### src/rtl/core/sbrc_pkg.sv
// Shared types and constants for the sequential block run coalescer.
// No dependencies; used by every module in rtl/core.
package sbrc_pkg;

    // Defaults for the top-level parameters
    localparam int MAX_LIST_DEF  = 1048576;
    localparam int RUN_CAP_DEF   = 1024;
    localparam int ADDR_BITS_DEF = 48;

    // Fixed field widths
    localparam int SECTOR_W  = 48;
    localparam int INDEX_W   = 20;
    localparam int BLOCKS_W  = 11;
    localparam int MAX_RUN_W = 11;

    // One 4 KiB block spans this many 512-byte sectors
    localparam int SECTORS_PER_BLOCK = 8;

    // Entries in the front-to-back queue (power of two)
    localparam int QUEUE_DEPTH = 4;

    typedef struct packed {
        logic [SECTOR_W-1:0] sector_addr;
        logic                is_write;
        logic                list_end;
    } t_sbrc_in;

    typedef struct packed {
        logic [INDEX_W-1:0]  run_index;
        logic [SECTOR_W-1:0] run_sector;
        logic [BLOCKS_W-1:0] run_blocks;
        logic                run_write;
        logic                final_run;
    } t_sbrc_out;

    // Up to two runs produced by one request: a closed run, then the final run
    typedef struct packed {
        logic      a_vld;
        t_sbrc_out a;
        logic      b_vld;
        t_sbrc_out b;
    } t_sbrc_entry;

    typedef enum logic {
        PH_FIRST,
        PH_SECOND
    } t_sbrc_phase;

endpackage

### src/rtl/core/sbrc_front.sv
// Front end: accepts requests, tracks the open run and classifies each request.
// Pushes the runs it closes into the queue. Depends on sbrc_pkg.
module sbrc_front #(
    parameter int MAX_LIST  = sbrc_pkg::MAX_LIST_DEF,
    parameter int RUN_CAP   = sbrc_pkg::RUN_CAP_DEF,
    parameter int ADDR_BITS = sbrc_pkg::ADDR_BITS_DEF
) (
    input  logic                             i_clk,
    input  logic                             i_rst_n,
    input  logic                             i_cfg_we,
    input  logic [sbrc_pkg::MAX_RUN_W-1:0]   i_cfg_wdata,
    input  logic                             i_in_valid,
    output logic                             o_in_stall,
    input  sbrc_pkg::t_sbrc_in               i_in_item,
    input  logic                             i_full,
    output logic                             o_push,
    output sbrc_pkg::t_sbrc_entry            o_entry
);

    localparam int AW    = (ADDR_BITS < sbrc_pkg::SECTOR_W) ? ADDR_BITS : sbrc_pkg::SECTOR_W;
    localparam int CNT_W = $clog2(MAX_LIST);
    localparam int LEN_W = $clog2(RUN_CAP + 1);
    localparam int LW    = (LEN_W > sbrc_pkg::MAX_RUN_W) ? LEN_W : sbrc_pkg::MAX_RUN_W;

    logic [AW-1:0]    r_prev_sector;
    logic             r_prev_dir;
    logic [CNT_W-1:0] r_start_idx;
    logic [AW-1:0]    r_start_sector;
    logic [LEN_W-1:0] r_open_len;
    logic [CNT_W-1:0] r_count;
    logic [LEN_W-1:0] r_limit;

    logic [CNT_W-1:0] n_start_idx;
    logic [AW-1:0]    n_start_sector;
    logic [LEN_W-1:0] n_len;
    logic [LEN_W-1:0] n_open_len;
    logic [CNT_W-1:0] n_count;
    logic [LEN_W-1:0] n_limit;

    logic                 accept;
    logic [AW-1:0]        addr;
    logic [ADDR_BITS-1:0] diff;
    logic                 open_run;
    logic                 extend;
    logic [LW-1:0]        cfg_ext;

    assign accept     = i_in_valid && !i_full;
    assign o_in_stall = i_full;
    assign addr       = i_in_item.sector_addr[AW-1:0];
    // wraps modulo 2^ADDR_BITS
    assign diff       = ADDR_BITS'(addr) - ADDR_BITS'(r_prev_sector);
    assign open_run   = (r_open_len != '0);
    assign extend     = open_run
                        && (diff == ADDR_BITS'(sbrc_pkg::SECTORS_PER_BLOCK))
                        && (i_in_item.is_write == r_prev_dir)
                        && (r_open_len < r_limit);

    // Clamp the run limit into 1..RUN_CAP when it is written
    always_comb begin
        cfg_ext = LW'(i_cfg_wdata);
        if (cfg_ext == '0) begin
            n_limit = LEN_W'(1);
        end else if (cfg_ext > LW'(RUN_CAP)) begin
            n_limit = LEN_W'(RUN_CAP);
        end else begin
            n_limit = LEN_W'(cfg_ext);
        end
    end

    always_comb begin
        if (extend) begin
            n_start_idx    = r_start_idx;
            n_start_sector = r_start_sector;
            n_len          = r_open_len + LEN_W'(1);
        end else begin
            n_start_idx    = r_count;
            n_start_sector = addr;
            n_len          = LEN_W'(1);
        end

        if (i_in_item.list_end || (r_count == CNT_W'(MAX_LIST - 1))) begin
            n_count = '0;
        end else begin
            n_count = r_count + CNT_W'(1);
        end

        n_open_len = i_in_item.list_end ? '0 : n_len;
    end

    always_comb begin
        o_entry.a_vld          = open_run && !extend;
        o_entry.a.run_index    = sbrc_pkg::INDEX_W'(r_start_idx);
        o_entry.a.run_sector   = sbrc_pkg::SECTOR_W'(r_start_sector);
        o_entry.a.run_blocks   = sbrc_pkg::BLOCKS_W'(r_open_len);
        o_entry.a.run_write    = r_prev_dir;
        o_entry.a.final_run    = 1'b0;

        o_entry.b_vld          = i_in_item.list_end;
        o_entry.b.run_index    = sbrc_pkg::INDEX_W'(n_start_idx);
        o_entry.b.run_sector   = sbrc_pkg::SECTOR_W'(n_start_sector);
        o_entry.b.run_blocks   = sbrc_pkg::BLOCKS_W'(n_len);
        o_entry.b.run_write    = i_in_item.is_write;
        o_entry.b.final_run    = 1'b1;
    end

    assign o_push = accept && (o_entry.a_vld || o_entry.b_vld);

    always_ff @(posedge i_clk) begin
        if (!i_rst_n) begin
            r_open_len <= '0;
            r_count    <= '0;
            r_limit    <= LEN_W'(1);
        end else begin
            if (i_cfg_we) begin
                r_limit <= n_limit;
            end
            if (accept) begin
                r_open_len <= n_open_len;
                r_count    <= n_count;
            end
        end
    end

    always_ff @(posedge i_clk) begin
        if (accept) begin
            r_prev_sector  <= addr;
            r_prev_dir     <= i_in_item.is_write;
            r_start_idx    <= n_start_idx;
            r_start_sector <= n_start_sector;
        end
    end

    // The list end always closes the run and rewinds the list position
    a_end_closes: assert property (@(posedge i_clk) disable iff (!i_rst_n)
        accept && i_in_item.list_end |=> (r_open_len == '0) && (r_count == '0))
        else $error("run still open after list end");

    // A request that merges never produces a closed run
    a_extend_no_close: assert property (@(posedge i_clk) disable iff (!i_rst_n)
        extend |-> !o_entry.a_vld)
        else $error("closed run emitted on an extending request");

endmodule

### src/rtl/core/sbrc_queue.sv
// Short FIFO of classified entries between the front and back ends.
// Depends on sbrc_pkg.
module sbrc_queue (
    input  logic                  i_clk,
    input  logic                  i_rst_n,
    input  logic                  i_push,
    input  sbrc_pkg::t_sbrc_entry i_entry,
    input  logic                  i_pop,
    output logic                  o_full,
    output logic                  o_empty,
    output sbrc_pkg::t_sbrc_entry o_head
);

    localparam int DEPTH = sbrc_pkg::QUEUE_DEPTH;
    localparam int PTR_W = $clog2(DEPTH);
    localparam int CNT_W = $clog2(DEPTH + 1);

    sbrc_pkg::t_sbrc_entry r_slot [DEPTH];
    logic [PTR_W-1:0]      r_wr_ptr;
    logic [PTR_W-1:0]      r_rd_ptr;
    logic [CNT_W-1:0]      r_fill;

    assign o_full  = (r_fill == CNT_W'(DEPTH));
    assign o_empty = (r_fill == '0);
    assign o_head  = r_slot[r_rd_ptr];

    always_ff @(posedge i_clk) begin
        if (!i_rst_n) begin
            r_wr_ptr <= '0;
            r_rd_ptr <= '0;
            r_fill   <= '0;
        end else begin
            if (i_push) begin
                r_wr_ptr <= r_wr_ptr + PTR_W'(1);
            end
            if (i_pop) begin
                r_rd_ptr <= r_rd_ptr + PTR_W'(1);
            end
            case ({i_push, i_pop})
                2'b10:   r_fill <= r_fill + CNT_W'(1);
                2'b01:   r_fill <= r_fill - CNT_W'(1);
                default: r_fill <= r_fill;
            endcase
        end
    end

    always_ff @(posedge i_clk) begin
        if (i_push) begin
            r_slot[r_wr_ptr] <= i_entry;
        end
    end

    a_no_overflow: assert property (@(posedge i_clk) disable iff (!i_rst_n)
        i_push |-> !o_full)
        else $error("push into full queue");

    a_no_underflow: assert property (@(posedge i_clk) disable iff (!i_rst_n)
        i_pop |-> !o_empty)
        else $error("pop from empty queue");

endmodule

### src/rtl/core/sbrc_back.sv
// Back end: drains queue entries one run per cycle into the output register while it is not stalled.
// Depends on sbrc_pkg.
module sbrc_back (
    input  logic                  i_clk,
    input  logic                  i_rst_n,
    input  logic                  i_empty,
    input  sbrc_pkg::t_sbrc_entry i_head,
    output logic                  o_pop,
    output logic                  o_out_valid,
    input  logic                  i_out_stall,
    output sbrc_pkg::t_sbrc_out   o_out_item
);

    sbrc_pkg::t_sbrc_phase r_phase;
    sbrc_pkg::t_sbrc_phase n_phase;
    logic                  r_out_valid;
    sbrc_pkg::t_sbrc_out   r_out;

    logic                  load;
    logic                  take_a;
    sbrc_pkg::t_sbrc_out   sel;

    assign load = !i_empty && (!r_out_valid || !i_out_stall);

    // next state
    always_comb begin
        n_phase = r_phase;
        case (r_phase)
            sbrc_pkg::PH_FIRST: begin
                if (load && i_head.a_vld && i_head.b_vld) begin
                    n_phase = sbrc_pkg::PH_SECOND;
                end
            end
            sbrc_pkg::PH_SECOND: begin
                if (load) begin
                    n_phase = sbrc_pkg::PH_FIRST;
                end
            end
            default: n_phase = sbrc_pkg::PH_FIRST;
        endcase
    end

    // outputs of the phase machine
    always_comb begin
        case (r_phase)
            sbrc_pkg::PH_FIRST:  take_a = i_head.a_vld;
            sbrc_pkg::PH_SECOND: take_a = 1'b0;
            default:             take_a = 1'b0;
        endcase
        sel   = take_a ? i_head.a : i_head.b;
        o_pop = load && (!take_a || !i_head.b_vld);
    end

    always_ff @(posedge i_clk) begin
        if (!i_rst_n) begin
            r_phase     <= sbrc_pkg::PH_FIRST;
            r_out_valid <= 1'b0;
        end else begin
            r_phase <= n_phase;
            if (load) begin
                r_out_valid <= 1'b1;
            end else if (!i_out_stall) begin
                r_out_valid <= 1'b0;
            end
        end
    end

    always_ff @(posedge i_clk) begin
        if (load) begin
            r_out <= sel;
        end
    end

    assign o_out_valid = r_out_valid;
    assign o_out_item  = r_out;

    // Second half only exists for an entry that carries a final run
    a_second_has_final: assert property (@(posedge i_clk) disable iff (!i_rst_n)
        (r_phase == sbrc_pkg::PH_SECOND) |-> (!i_empty && i_head.b_vld))
        else $error("second phase without a pending final run");

    a_nonempty_run: assert property (@(posedge i_clk) disable iff (!i_rst_n)
        r_out_valid |-> (r_out.run_blocks != '0))
        else $error("emitted run has no blocks");

endmodule

### src/rtl/core/sequential_block_run_coalescer_unit.sv
// Top level of the sequential block run coalescer.
// Instantiates sbrc_front, sbrc_queue and sbrc_back; depends on sbrc_pkg.
//
// Usage:
//   Input channel (i_in_valid / o_in_stall / i_in_item) carries one 4 KiB
//   block request per transaction: sector address, direction, list-end flag.
//   Output channel (o_out_valid / i_out_stall / o_out_item) carries one run
//   hint per transaction: start index, start sector, block count, direction,
//   final flag. A request yields zero, one or two runs; a closed run always
//   precedes the final run of the same request.
//   i_cfg_we / i_cfg_wdata write max_run, the run length limit (0 acts as 1,
//   values above RUN_CAP act as RUN_CAP). Write it only while no transaction
//   is in flight.
// Timing:
//   One request per cycle while the queue is not full. A run is registered in
//   a queue slot and then in the output register; a request giving two runs
//   keeps the back end busy for both, and the four-entry queue between the
//   front and back ends absorbs that. The front end's compare-and-update loop
//   on the open run sets the input rate.
// Reset (synchronous, active low): no run open, list position 0, max_run 1,
//   queue and output register empty.
// Stall: the output register holds its run; the queue fills behind it and
//   o_in_stall rises once the queue is full.
module sequential_block_run_coalescer_unit #(
    parameter int MAX_LIST  = sbrc_pkg::MAX_LIST_DEF,
    parameter int RUN_CAP   = sbrc_pkg::RUN_CAP_DEF,
    parameter int ADDR_BITS = sbrc_pkg::ADDR_BITS_DEF
) (
    input  logic                           i_clk,
    input  logic                           i_rst_n,
    input  logic                           i_cfg_we,
    input  logic [sbrc_pkg::MAX_RUN_W-1:0] i_cfg_wdata,
    input  logic                           i_in_valid,
    output logic                           o_in_stall,
    input  sbrc_pkg::t_sbrc_in             i_in_item,
    output logic                           o_out_valid,
    input  logic                           i_out_stall,
    output sbrc_pkg::t_sbrc_out            o_out_item
);

    // front-to-queue
    logic                  push;
    sbrc_pkg::t_sbrc_entry push_entry;
    // queue-to-back
    logic                  q_full;
    logic                  q_empty;
    logic                  pop;
    sbrc_pkg::t_sbrc_entry head;

    // Front end: classifies each request against the open run
    sbrc_front #(
        .MAX_LIST  (MAX_LIST),
        .RUN_CAP   (RUN_CAP),
        .ADDR_BITS (ADDR_BITS)
    ) u_front (
        .i_clk       (i_clk),
        .i_rst_n     (i_rst_n),
        .i_cfg_we    (i_cfg_we),
        .i_cfg_wdata (i_cfg_wdata),
        .i_in_valid  (i_in_valid),
        .o_in_stall  (o_in_stall),
        .i_in_item   (i_in_item),
        .i_full      (q_full),
        .o_push      (push),
        .o_entry     (push_entry)
    );

    // Decoupling queue: only requests that produce runs take an entry
    sbrc_queue u_queue (
        .i_clk   (i_clk),
        .i_rst_n (i_rst_n),
        .i_push  (push),
        .i_entry (push_entry),
        .i_pop   (pop),
        .o_full  (q_full),
        .o_empty (q_empty),
        .o_head  (head)
    );

    // Back end: serializes up to two runs per entry into the output register
    sbrc_back u_back (
        .i_clk       (i_clk),
        .i_rst_n     (i_rst_n),
        .i_empty     (q_empty),
        .i_head      (head),
        .o_pop       (pop),
        .o_out_valid (o_out_valid),
        .i_out_stall (i_out_stall),
        .o_out_item  (o_out_item)
    );

endmodule

### config.mk
export PLATFORM = sky130hd
export DESIGN_NAME = sequential_block_run_coalescer_unit
export DESIGN_NICKNAME = d
export VERILOG_FILES = /design/src/rtl/core/sbrc_pkg.sv /design/src/rtl/core/sbrc_front.sv /design/src/rtl/core/sbrc_queue.sv /design/src/rtl/core/sbrc_back.sv /design/src/rtl/core/sequential_block_run_coalescer_unit.sv
export SDC_FILE = /design/constraint.sdc
export NUM_CORES = 1
export LEC_CHECK = 0
export ABC_CLOCK_PERIOD_IN_PS = 7300
export BUFFER_PORTS_ARGS = -buffer_cell sky130_fd_sc_hd__buf_2
export CAP_MARGIN = 10
export CORE_MARGIN = 2
export CORE_UTILIZATION = 55
export DETAILED_ROUTE_END_ITERATION = 7
export PLACE_DENSITY_LB_ADDON = 0.15
export RECOVER_POWER = 25
export SYNTH_ARGS = -nofsm -noshare
export SYNTH_HDL_FRONTEND = slang
export SYNTH_HIERARCHICAL = 1
export SYNTH_SLANG_ARGS = --single-unit
### constraint.sdc
create_clock -name i_clk -period 7.3 [get_ports i_clk]
set_clock_uncertainty 0.05 [all_clocks]
set_input_delay 0 -clock i_clk [delete_from_list [all_inputs] [get_ports i_clk]]
set_output_delay 0 -clock i_clk [all_outputs]
set_load 0.01 [all_outputs]
# After elaboration in Yosys (flattened, before gate mapping)
# Memory sizes are Yosys's and may differ from the RTL's. A register that Yosys moved wholly into a read port is not among the register bits.
# Cells that the tools add are included.
dict set report classes {
  add_sub_neg 7
  n_eq_ne 7
  n_reduce_logical 25
  bitwise_logic 1
  n_mux 19
  n_lt_le_gt_ge 2
}
# cell count
set ops {}
lappend ops {{81-bit 2-to-1 mux} 1}
lappend ops {{48-bit by 4-bit == test with 1-bit output (second input constant)} 1}
lappend ops {{48-bit 2-to-1 mux} 1}
lappend ops {{48-bit subtractor} 1}
lappend ops {{11-bit 2-to-1 mux} 4}
lappend ops {{20-bit 2-to-1 mux} 2}
lappend ops {{20-bit by 1-bit adder with 20-bit output (second input constant)} 1}
lappend ops {{20-bit == test (second input constant)} 1}
lappend ops {{11-bit by 1-bit adder with 11-bit output (second input constant)} 1}
lappend ops {{11-bit greater-than comparator (second input constant)} 1}
lappend ops {{11-bit logical NOT} 1}
lappend ops {{11-bit less-than comparator} 1}
lappend ops {{11-bit nonzero test} 1}
lappend ops {{1-bit logical AND} 10}
lappend ops {{1-bit logical NOT} 7}
lappend ops {{1-bit 2-to-1 mux} 6}
lappend ops {{3-bit one-hot mux with 2 select lines} 1}
lappend ops {{2-bit by 1-bit adder with 2-bit output (second input constant)} 2}
lappend ops {{1-bit logical OR} 4}
lappend ops {{2-bit 2-to-1 mux} 2}
lappend ops {{1-bit one-hot mux with 2 select lines} 2}
lappend ops {{3-bit by 1-bit adder with 3-bit output (second input constant)} 1}
lappend ops {{3-bit == test (second input constant)} 1}
lappend ops {{3-bit logical NOT} 1}
lappend ops {{other kinds (7)} 7}
dict set report totals {
  mem_bits_rw 648
  inputBits 66
  word_cells 79
  out_inout_bits 83
  mem_count 1
  regBits 249
}
# memory depth word_bits rd rd_ports_with_merged_regs wr line_no
set memory_table {}
lappend memory_table {u_queue.r_slot 4 162 1 1 1 sbrc_queue.sv:18} ;# sbrc_pkg::t_sbrc_entry r_slot [DEPTH];

# Longest topological paths before layout
# Gate-level depths: netlist of the first run.
dict set report depth {
  word_depth 11
  mapped_depth 24
  ltp_nobuf 20
}

# By module
# Netlist of the first run, hierarchy kept.
# module cells_each area_each_um2 n_inst
set by_module_without_submodules {}
lappend by_module_without_submodules {sbrc_queue 902 24125.6 1}
lappend by_module_without_submodules {sbrc_front 1149 11126.9 1}
lappend by_module_without_submodules {sbrc_back 182 3925.0 1}

# Worst setup path after synthesis of the first run
# OpenSTA, ideal clock, no wires.
dict set report synth_timing {
  kind {reg2reg}
  start {register u_front.r_prev_sector[1]}
  end {memory u_queue/r_slot[0][0] (netlist name) (enable)}
  arrival_time_ns 7.064
  period_less_slack_ns 7.657
  path_slack_ns -0.357
  stages_incl_launch_ff 17
  setup_ns 0.543
  path_cell_list {edfxtp_1 > inv_1 > ha_1 > and2b_1 > o2111ai_2 > a211oi_1 > o211ai_1 > a2111oi_2 > o211ai_1 > and3_1 > o211ai_1 > or4_1 > buf_4 > buf_6 > a21oi_1 > nor2_1 > and2_1}
}
dict set report synth_between {
  elab_chain_cells 11
}
# item line_no
set synth_lines {}
lappend synth_lines {{start, declared} sbrc_front.sv:25} ;# logic [AW-1:0] r_prev_sector;
lappend synth_lines {{start signal, assigned} sbrc_front.sv:126} ;# r_prev_sector <= addr;
lappend synth_lines {{48-bit subtractor} sbrc_front.sv:51} ;# assign diff = ADDR_BITS'(addr) - ADDR_BITS'(r_prev_sector);
lappend synth_lines {{48-bit by 4-bit == test with 1-bit output} sbrc_front.sv:54} ;# && (diff == ADDR_BITS'(sbrc_pkg::SECTORS_PER_BLOCK))
lappend synth_lines {{1-bit logical AND} sbrc_front.sv:54}
lappend synth_lines {{1-bit logical AND} sbrc_front.sv:55} ;# && (i_in_item.is_write == r_prev_dir)
lappend synth_lines {{1-bit logical AND} sbrc_front.sv:56} ;# && (r_open_len < r_limit);
lappend synth_lines {{1-bit logical NOT} sbrc_front.sv:91} ;# o_entry.a_vld = open_run && !extend;
lappend synth_lines {{1-bit logical AND} sbrc_front.sv:91}
lappend synth_lines {{1-bit logical OR} sbrc_front.sv:106} ;# assign o_push = accept && (o_entry.a_vld || o_entry.b_vld);
lappend synth_lines {{1-bit logical AND} sbrc_front.sv:106}
lappend synth_lines {{net push} sequential_block_run_coalescer_unit.sv:42} ;# logic push;
lappend synth_lines {{1-bit 2-to-1 mux} sbrc_queue.sv:48} ;# if (i_push) begin
lappend synth_lines {{1-bit 2-to-1 mux (implied by the code)} sbrc_queue.sv:49} ;# r_slot[r_wr_ptr] <= i_entry;
lappend synth_lines {{end, declared} sbrc_queue.sv:18}
# The timed path passes the listed nets, and every way through them passes these cells.

# Worst setup path after layout of the first run
dict set report layout_timing {
  start {register u_front.r_prev_sector[6]}
  end {register u_queue.r_fill[2]}
}
dict set report layout_between {
  elab_chain_cells 11
}
# item line_no
set layout_lines {}
lappend layout_lines {{48-bit subtractor (*)} sbrc_front.sv:51}
lappend layout_lines {{48-bit by 4-bit == test with 1-bit output (*)} sbrc_front.sv:54}
lappend layout_lines {{1-bit logical AND (*)} sbrc_front.sv:54}
lappend layout_lines {{1-bit logical AND (*)} sbrc_front.sv:55}
lappend layout_lines {{1-bit logical AND (*)} sbrc_front.sv:56}
lappend layout_lines {{1-bit logical NOT (*)} sbrc_front.sv:91}
lappend layout_lines {{1-bit logical AND (*)} sbrc_front.sv:91}
lappend layout_lines {{1-bit logical OR (*)} sbrc_front.sv:106}
lappend layout_lines {{1-bit logical AND (*)} sbrc_front.sv:106}
lappend layout_lines {{net push} sequential_block_run_coalescer_unit.sv:42}
lappend layout_lines {{2-bit by 1-bit == test with 1-bit output or 2-bit == test (tied branches)} sbrc_queue.sv:39} ;# case ({i_push, i_pop})
lappend layout_lines {{3-bit one-hot mux with 2 select lines or 2-bit nonzero test (tied branches)} --}
lappend layout_lines {{end signal, assigned} sbrc_queue.sv:40} ;# 2'b10: r_fill <= r_fill + CNT_W'(1);
lappend layout_lines {{end signal, assigned} sbrc_queue.sv:41} ;# 2'b01: r_fill <= r_fill - CNT_W'(1);
lappend layout_lines {{end signal, assigned} sbrc_queue.sv:42} ;# default: r_fill <= r_fill;
lappend layout_lines {{end, declared} sbrc_queue.sv:21} ;# logic [CNT_W-1:0] r_fill;
# Mark *: on every way through the listed nets, which the timed path passes. The rest lies on a longest branch.
# A chain may end at the register's enable or synchronous reset.

==> impl_metrics.ini, run 1 <==
[power_and_ir_drop]
seqPwrFrac_pct = 44.9
power_density_nw_per_um2 = 342
switching_share_pct = 27.9
p_clk_share_pct = 30.3
p_leak_nw = 15.4
p_int_w = 0.0110
power_frac_comb_pct = 24.8
vdd_drop_max_mv = 0.284
p_sw_w = 0.00426

[cells_and_area]
syn_to_final_growth_pct = 14.1
fin_cells = 3525
drive_gt1_share_pct = 21.3
fin_nets = 2641

[clock_network]
cts_tree = yes
cts_resized = 0
cts_sinks = 907
holdBufCountCts = 97
clock_latency_ns = 0.64
numCtsBuffers = 91
h-tree-depth = 3
clock_path_buffers = 3
root_buffer = clkbuf_16
clkSlewWorstSetupHoldPaths_ns = 0.06
post_cts_buffers = 0

[detailed_routing]
vias = 20932
route.detailed.drc = 0
first_pass_iters = 7
antenna_left = 0
totalWireLength_um = 83500
wire_per_inst_um = 23.7
dr.first_iter.drc_count = 1753
vias_per_cell = 5.94

[floorplanning]
die_area_um2 = 73400
start_util_pct = 55.8
rows = 97
pin_count = 149
die_h_um = 271
core_um2 = 70300
die_w_um = 271

[synth]
yosysWarnings = 6
postSynthAreaPerCell_um2 = 17.5
synth_edf_count = 854
synth_area_um2 = 39200
synth_flop_cell = edfxtp_1
synthArstFlopShare_pct = 0
synthesis.nets = 2365
synth_cell_types = 92
synth_top_cell_by_area = edfxtp_1
synth_top_area_share_pct = 65.5
syn_inst = 2233
synthTopCellsByArea = edfxtp_1 65%, mux4_2 9.4%, mux2_4 5.4%, dfxtp_1 2.7%, ha_1 2.1%
synth_seq_area_share_pct = 68.2
ys_seq_elements = 907

[timing]
fmax_mhz = 170
tns_ns = 0
tightest_slew_ns = 1.26
fin_crit_ns = 5.88
max-slew-margin-rel_pct = 16.2
rsz0062_at_grt = false
finalMaxSlewViolations = 0
period_share_pct = 80.6
setup_violations = 0
hold_viol_final = 0

[grt]
antenna_found_initial = 3
grt_pass1_wl_um = 129000
first_global_vias = 21750
grt_usage_pct = 22.9
grt_overflow = 0
grt_max_degree = 102

[critical_path]
cp_max_fo = 13
cp-end-kind = register
critPathLaunchType = register
required_ns = 7.80
worst_ep_arrival_time_ns = 6.39
worst-setup-path-type = register to register

[run_status]
outcome = complete, no violations

[placed_design]
gp_congestion = 0.922
dp_hpwl_um = 50800
io_buffers = 148
dp.cells = 3258

[flow_run]
drv_cap = 0

[worst_hold_path]
hold_path_class = input pin to register
==> Yosys cell counts, drive strengths merged, types with 4 or more instances <==
master,count
edfxtp,854
mux4,164
mux2,150
nand2,99
nor2,99
buf,74
inv,74
a21oi,66
ha,65
dfxtp,53
o21ai,49
clkbuf,34
nand3,32
nand4,31
nor3,30
and2,26
xor2,24
nor4,23
xnor2,22
o21a,20
a21o,19
o211ai,16
or3,16
a211oi,14
and3,14
mux2i,10
nand2b,10
a21boi,9
a31oi,9
nor2b,8
or2,8
o22ai,7
a31o,6
nand4b,6
o2111ai,6
or4,6
o211a,5
o31ai,5
a211o,4
o21bai,4
or4bb,4
==> power groups by stage <==
stage / logic (W) / registers [W] / clock network (W)
global placement: 0.00383 / 0.00694 / 0
CTS: 0.00392 / 0.00686 / 0.00474
global route: 0.00408 / 0.00693 / 0.00494
detailed placement: 0.00386 / 0.00696 / 0
floorplan: 0.00282 / 0.00705 / 0
finish: 0.00379 / 0.00686 / 0.00464
==> critical path, cell delays in order, from the launching register on <==
cell and delay, ns:
edfxtp_1 0.32, inv_1 0.04, ha_1 0.57, a21oi_1 0.29
o21ai_0 0.50, a211oi_2 0.22, nor4_1 0.68, o21ai_0 0.27
a211oi_1 0.36, nand4_1 0.16, or4_4 0.61, a21oi_1 0.17
nor2_1 0.17, inv_1 0.10, ha_1 0.19, inv_1 0.06
fa_1 0.37, xor2_1 0.16, or3_1 0.32, a21boi_0 0.19
==> metal layers <==
metal / up-vias / wire length, um / GRT usage [%]
li1: 9466 / - / -
met1: 10784 / 37000 / 32.3
met2: 566 / 40800 / 37.7
met3: 114 / 3960 / 3.25
met4: 2 / 1730 / 6.19
met5: - / 11 / 0
==> metrics by stage <==
stage	utilization, %	hold WS (ns)	area, um2	setup slack [ns]	total power [W]
floorplan	-	0.0489	39200	1.09	0.00987
global placement	58.2	0.171	40900	1.61	0.0108
detailed placement	58.2	0.171	40900	1.57	0.0108
CTS	63.8	0.0412	44900	1.53	0.0155
global route	63.6	0.140	44700	1.02	0.0160
finish	63.6	0.141	44700	1.42	0.0153
==> layout by cell type (no fill, tap or decap), drive strengths merged, types with 49 or more instances in the layout <==
cell / instances
edfxtp: 854
clkbuf: 236
mux4: 164
mux2: 150
nand2: 99
nor2: 99
dlygate4sd3: 97
inv: 79
a21oi: 66
ha: 65
buf: 62
dfxtp: 53
o21ai: 49
==> state kept, by name (all words and copies together), names as in the netlist, named ones only <==
name / cells
u_queue/r_wr_ptr: 2
u_front/r_start_idx: 20
u_front/r_count: 20
u_front/r_start_sector: 48
u_front/r_open_len: 11
u_front/r_prev_dir: 1
u_queue/r_rd_ptr: 2
u_front/r_limit: 11
u_queue/r_fill: 3
u_queue/r_slot: 656
u_front/r_prev_sector: 48
u_back/o_out_valid: 1
u_back/o_out_item: 81
u_back/r_phase: 1
==> final cells by class <==
cell class,count,area (um2)
Antenna cell,3,7.51
Inverter,75,284
Sequential cell,907,26700
Multi-Input combinational cell,1143,11400
Clock buffer,104,2410
Clock inverter,62,598
Tap cell,940,1180
Fill cell,5002,25600
Timing Repair Buffer,291,2110
==> cell families after synthesis <==
group                      after synthesis  synth area share (%)
DFF                                    907                  68.2
and+or+nand+nor                        430                  5.69
muxes                                  324                  15.3
AOI/OAI and AO/OA                      274                  4.84
buffers and inverters                  183                  2.77
adders and majority gates               67                  2.15
xor gates and xnor gates                46                  1.03
other                                    2                0.0192
==> path summary, 6_finish.rpt <==
| check | cells past startpoint | slack, ns | from | to |
|---|---|---|---|---|
| worst max-delay path | 19 | 1.42 | u_front/r_prev_sector[6]$_DFFE_PP_ | u_queue/r_fill[2]$_SDFFE_PN0P_ |
| worst min-delay path | 2 | 0.14 | i_in_item[23] | u_front/r_prev_sector[21]$_DFFE_PP_ |
| worst max register to register | 19 | 1.42 | u_front/r_prev_sector[6]$_DFFE_PP_ | u_queue/r_fill[2]$_SDFFE_PN0P_ |
| worst min register to register | 2 | 0.42 | u_back/r_phase$_SDFF_PN0_ | u_back/r_phase$_SDFF_PN0_ |
Note: power is estimated with default switching activity, not from simulation.
==> inputs of run 2 (changes only) <==
Settings changed: ABC_CLOCK_PERIOD_IN_PS 7300 to 4800.
Clock period 7.3 ns to 4.8 ns, I/O delays scaled along.
==> impl_metrics.ini, run 2 (same netlist as run 1, synthesis figures left out) <==
[placed_design]
dp.cells = 3410
dp_hpwl_um = 51300
dp_slack_ns = -0.242
gp_congestion = 0.928
io_buffers = 148

[critical_path]
worst-setup-path-type = register to register
cp_slowest_cell = or4_1
required_ns = 5.31
cp_slowest_stage_delay_ns = 0.52
cpLargestDelayFamily = simple AND/OR/NAND/NOR gates
worst_ep_arrival_time_ns = 5.38
critPathLaunchType = register
cp-end-kind = register
path_buf_inv = 3
cp_max_fo = 5
path_cells = inv_1 > ha_4 > a21oi_2 > o21ai_1 > or3_4 > a211oi_4 > or2_4 > nor2_2 > a211o_1 > or4_1 > or4_4 > a21oi_4 > nor2_4 > inv_2 > ha_4 > inv_2 > fa_2 > xor2_1 > or3_1 > a21boi_1

[timing]
finalMaxSlewViolations = 0
fin_ws_ns = -0.0638
fin_crit_ns = 4.86
setup_violations = 1
fmax_mhz = 206
period_share_pct = 101
rsz0062_at_grt = true
max-slew-margin-rel_pct = 29.6
hold_viol_final = 0
tightest_slew_ns = 1.06

[run_status]
violations = negative setup slack
outcome = finished with violations

[grt]
grt_pass1_wl_um = 130000
antenna_found_initial = 1
grt_overflow = 0
grt_max_degree = 124
grt_usage_pct = 23.1
first_global_vias = 22276

[cells_and_area]
syn_to_final_growth_pct = 17.7
drive_gt1_share_pct = 27.6
final_cell_mix = 854 x edfxtp_1, 178 x buf_4, 164 x mux4_2
largest-register = u_queue/r_slot
final_common_cell = edfxtp_1
largest_register_ffs = 656
fin_cells = 3675
diodes = 0
fin_nets = 2793

[floorplanning]
pin_count = 149
die_w_um = 271
die_area_um2 = 73400
start_util_pct = 55.8
die_h_um = 271
rows = 97
core_um2 = 70300

[clock_network]
h-tree-depth = 3
numCtsBuffers = 90
cts_tree = yes
root_buffer = clkbuf_16
clock_latency_ns = 0.64
clock_path_buffers = 3
cts_sinks = 907
clkSlewWorstSetupHoldPaths_ns = 0.06

[detailed_routing]
vias_per_cell = 5.83
antenna_left = 0
vias = 21441
first_pass_iters = 5
dr.first_iter.drc_count = 1628
route.detailed.drc = 0
totalWireLength_um = 83900
wire_per_inst_um = 22.8

[flow_run]
drv_cap = 0

[power_and_ir_drop]
p_leak_nw = 16.1
power_density_nw_per_um2 = 510
vdd_drop_max_mv = 0.560

[worst_hold_path]
hold_path_class = input pin to register
## run 2: cell types whose count changed in the layout (fill, tap and decap cells not counted), moves of 4 or more
cell | before | now
buf_4 | 28 | 178
a21oi_1 | 63 | 49
clkbuf_1 | 140 | 154
ha_1 | 65 | 53
ha_4 | 0 | 11
a21oi_2 | 2 | 12
buf_2 | 16 | 23
dlygate4sd3_1 | 97 | 91
clkinv_2 | 21 | 16
o21ai_0 | 45 | 40
a21oi_4 | 1 | 5
nor4_1 | 23 | 19
o21ai_2 | 0 | 4
## run 2: final cells by class
type / instances / area (um2)
flip-flops and latches: 907 / 26700
fillers: 4875 / 24100
multi-input cells: 1143 / 11800
repair buffers: 444 / 3260
clock buffers: 118 / 2430
well taps: 940 / 1180
clock inverters: 48 / 453
inverters: 75 / 284
## run 2: path summary, 6_finish.rpt
check	start	endpoint	slack (ns)	cells after the start
worst max-delay path	u_front/r_prev_sector[10]$_DFFE_PP_	u_queue/r_fill[2]$_SDFFE_PN0P_	-0.06	20
worst min-delay path	i_in_item[30]	u_front/r_prev_sector[28]$_DFFE_PP_	0.16	2
worst min register to register	u_back/r_phase$_SDFF_PN0_	u_back/r_phase$_SDFF_PN0_	0.44	2
worst max register to register	u_front/r_prev_sector[10]$_DFFE_PP_	u_queue/r_fill[2]$_SDFFE_PN0P_	-0.06	20
## run 2: metrics by stage
step                hold slack [ns]  TNS (ns)  power, W  utilization, %  instance area, um2
floorplan                    0.0489    -0.135    0.0150               -               39300
CTS                          0.0688   -0.0146    0.0238            65.6               46100
global placement              0.167    -15.34    0.0167            59.9               42100
finish                        0.158   -0.0638    0.0235            65.6               46100
global route                  0.182    -0.215    0.0246            65.6               46100
detailed placement            0.178    -22.99    0.0168            59.9               42100
## run 2: metal layers
layer	vias to the layer above	wire (um)	track usage (%)
li1	9768	-	-
met1	11032	36600	32.2
met2	520	41900	38.8
met3	119	3670	2.86
met4	2	1760	6.22
met5	-	13	0
## run 2: what timing repair did
item	4_1_cts	5_1_grt
hold endpoints to repair	324	0
resized for setup	26	42
hold buffers	91	0
setup endpoints to repair	223	259
pin swaps	11	17
setup buffers	5	3
## run 2: power breakdown
part	switching (W)	leakage, nW	total [W]	internal (W)
Clock	0.00288	1.41	0.00685	0.00396
Sequential	0.000435	8.45	0.0104	0.0100
Combinational	0.00322	6.24	0.00621	0.00299
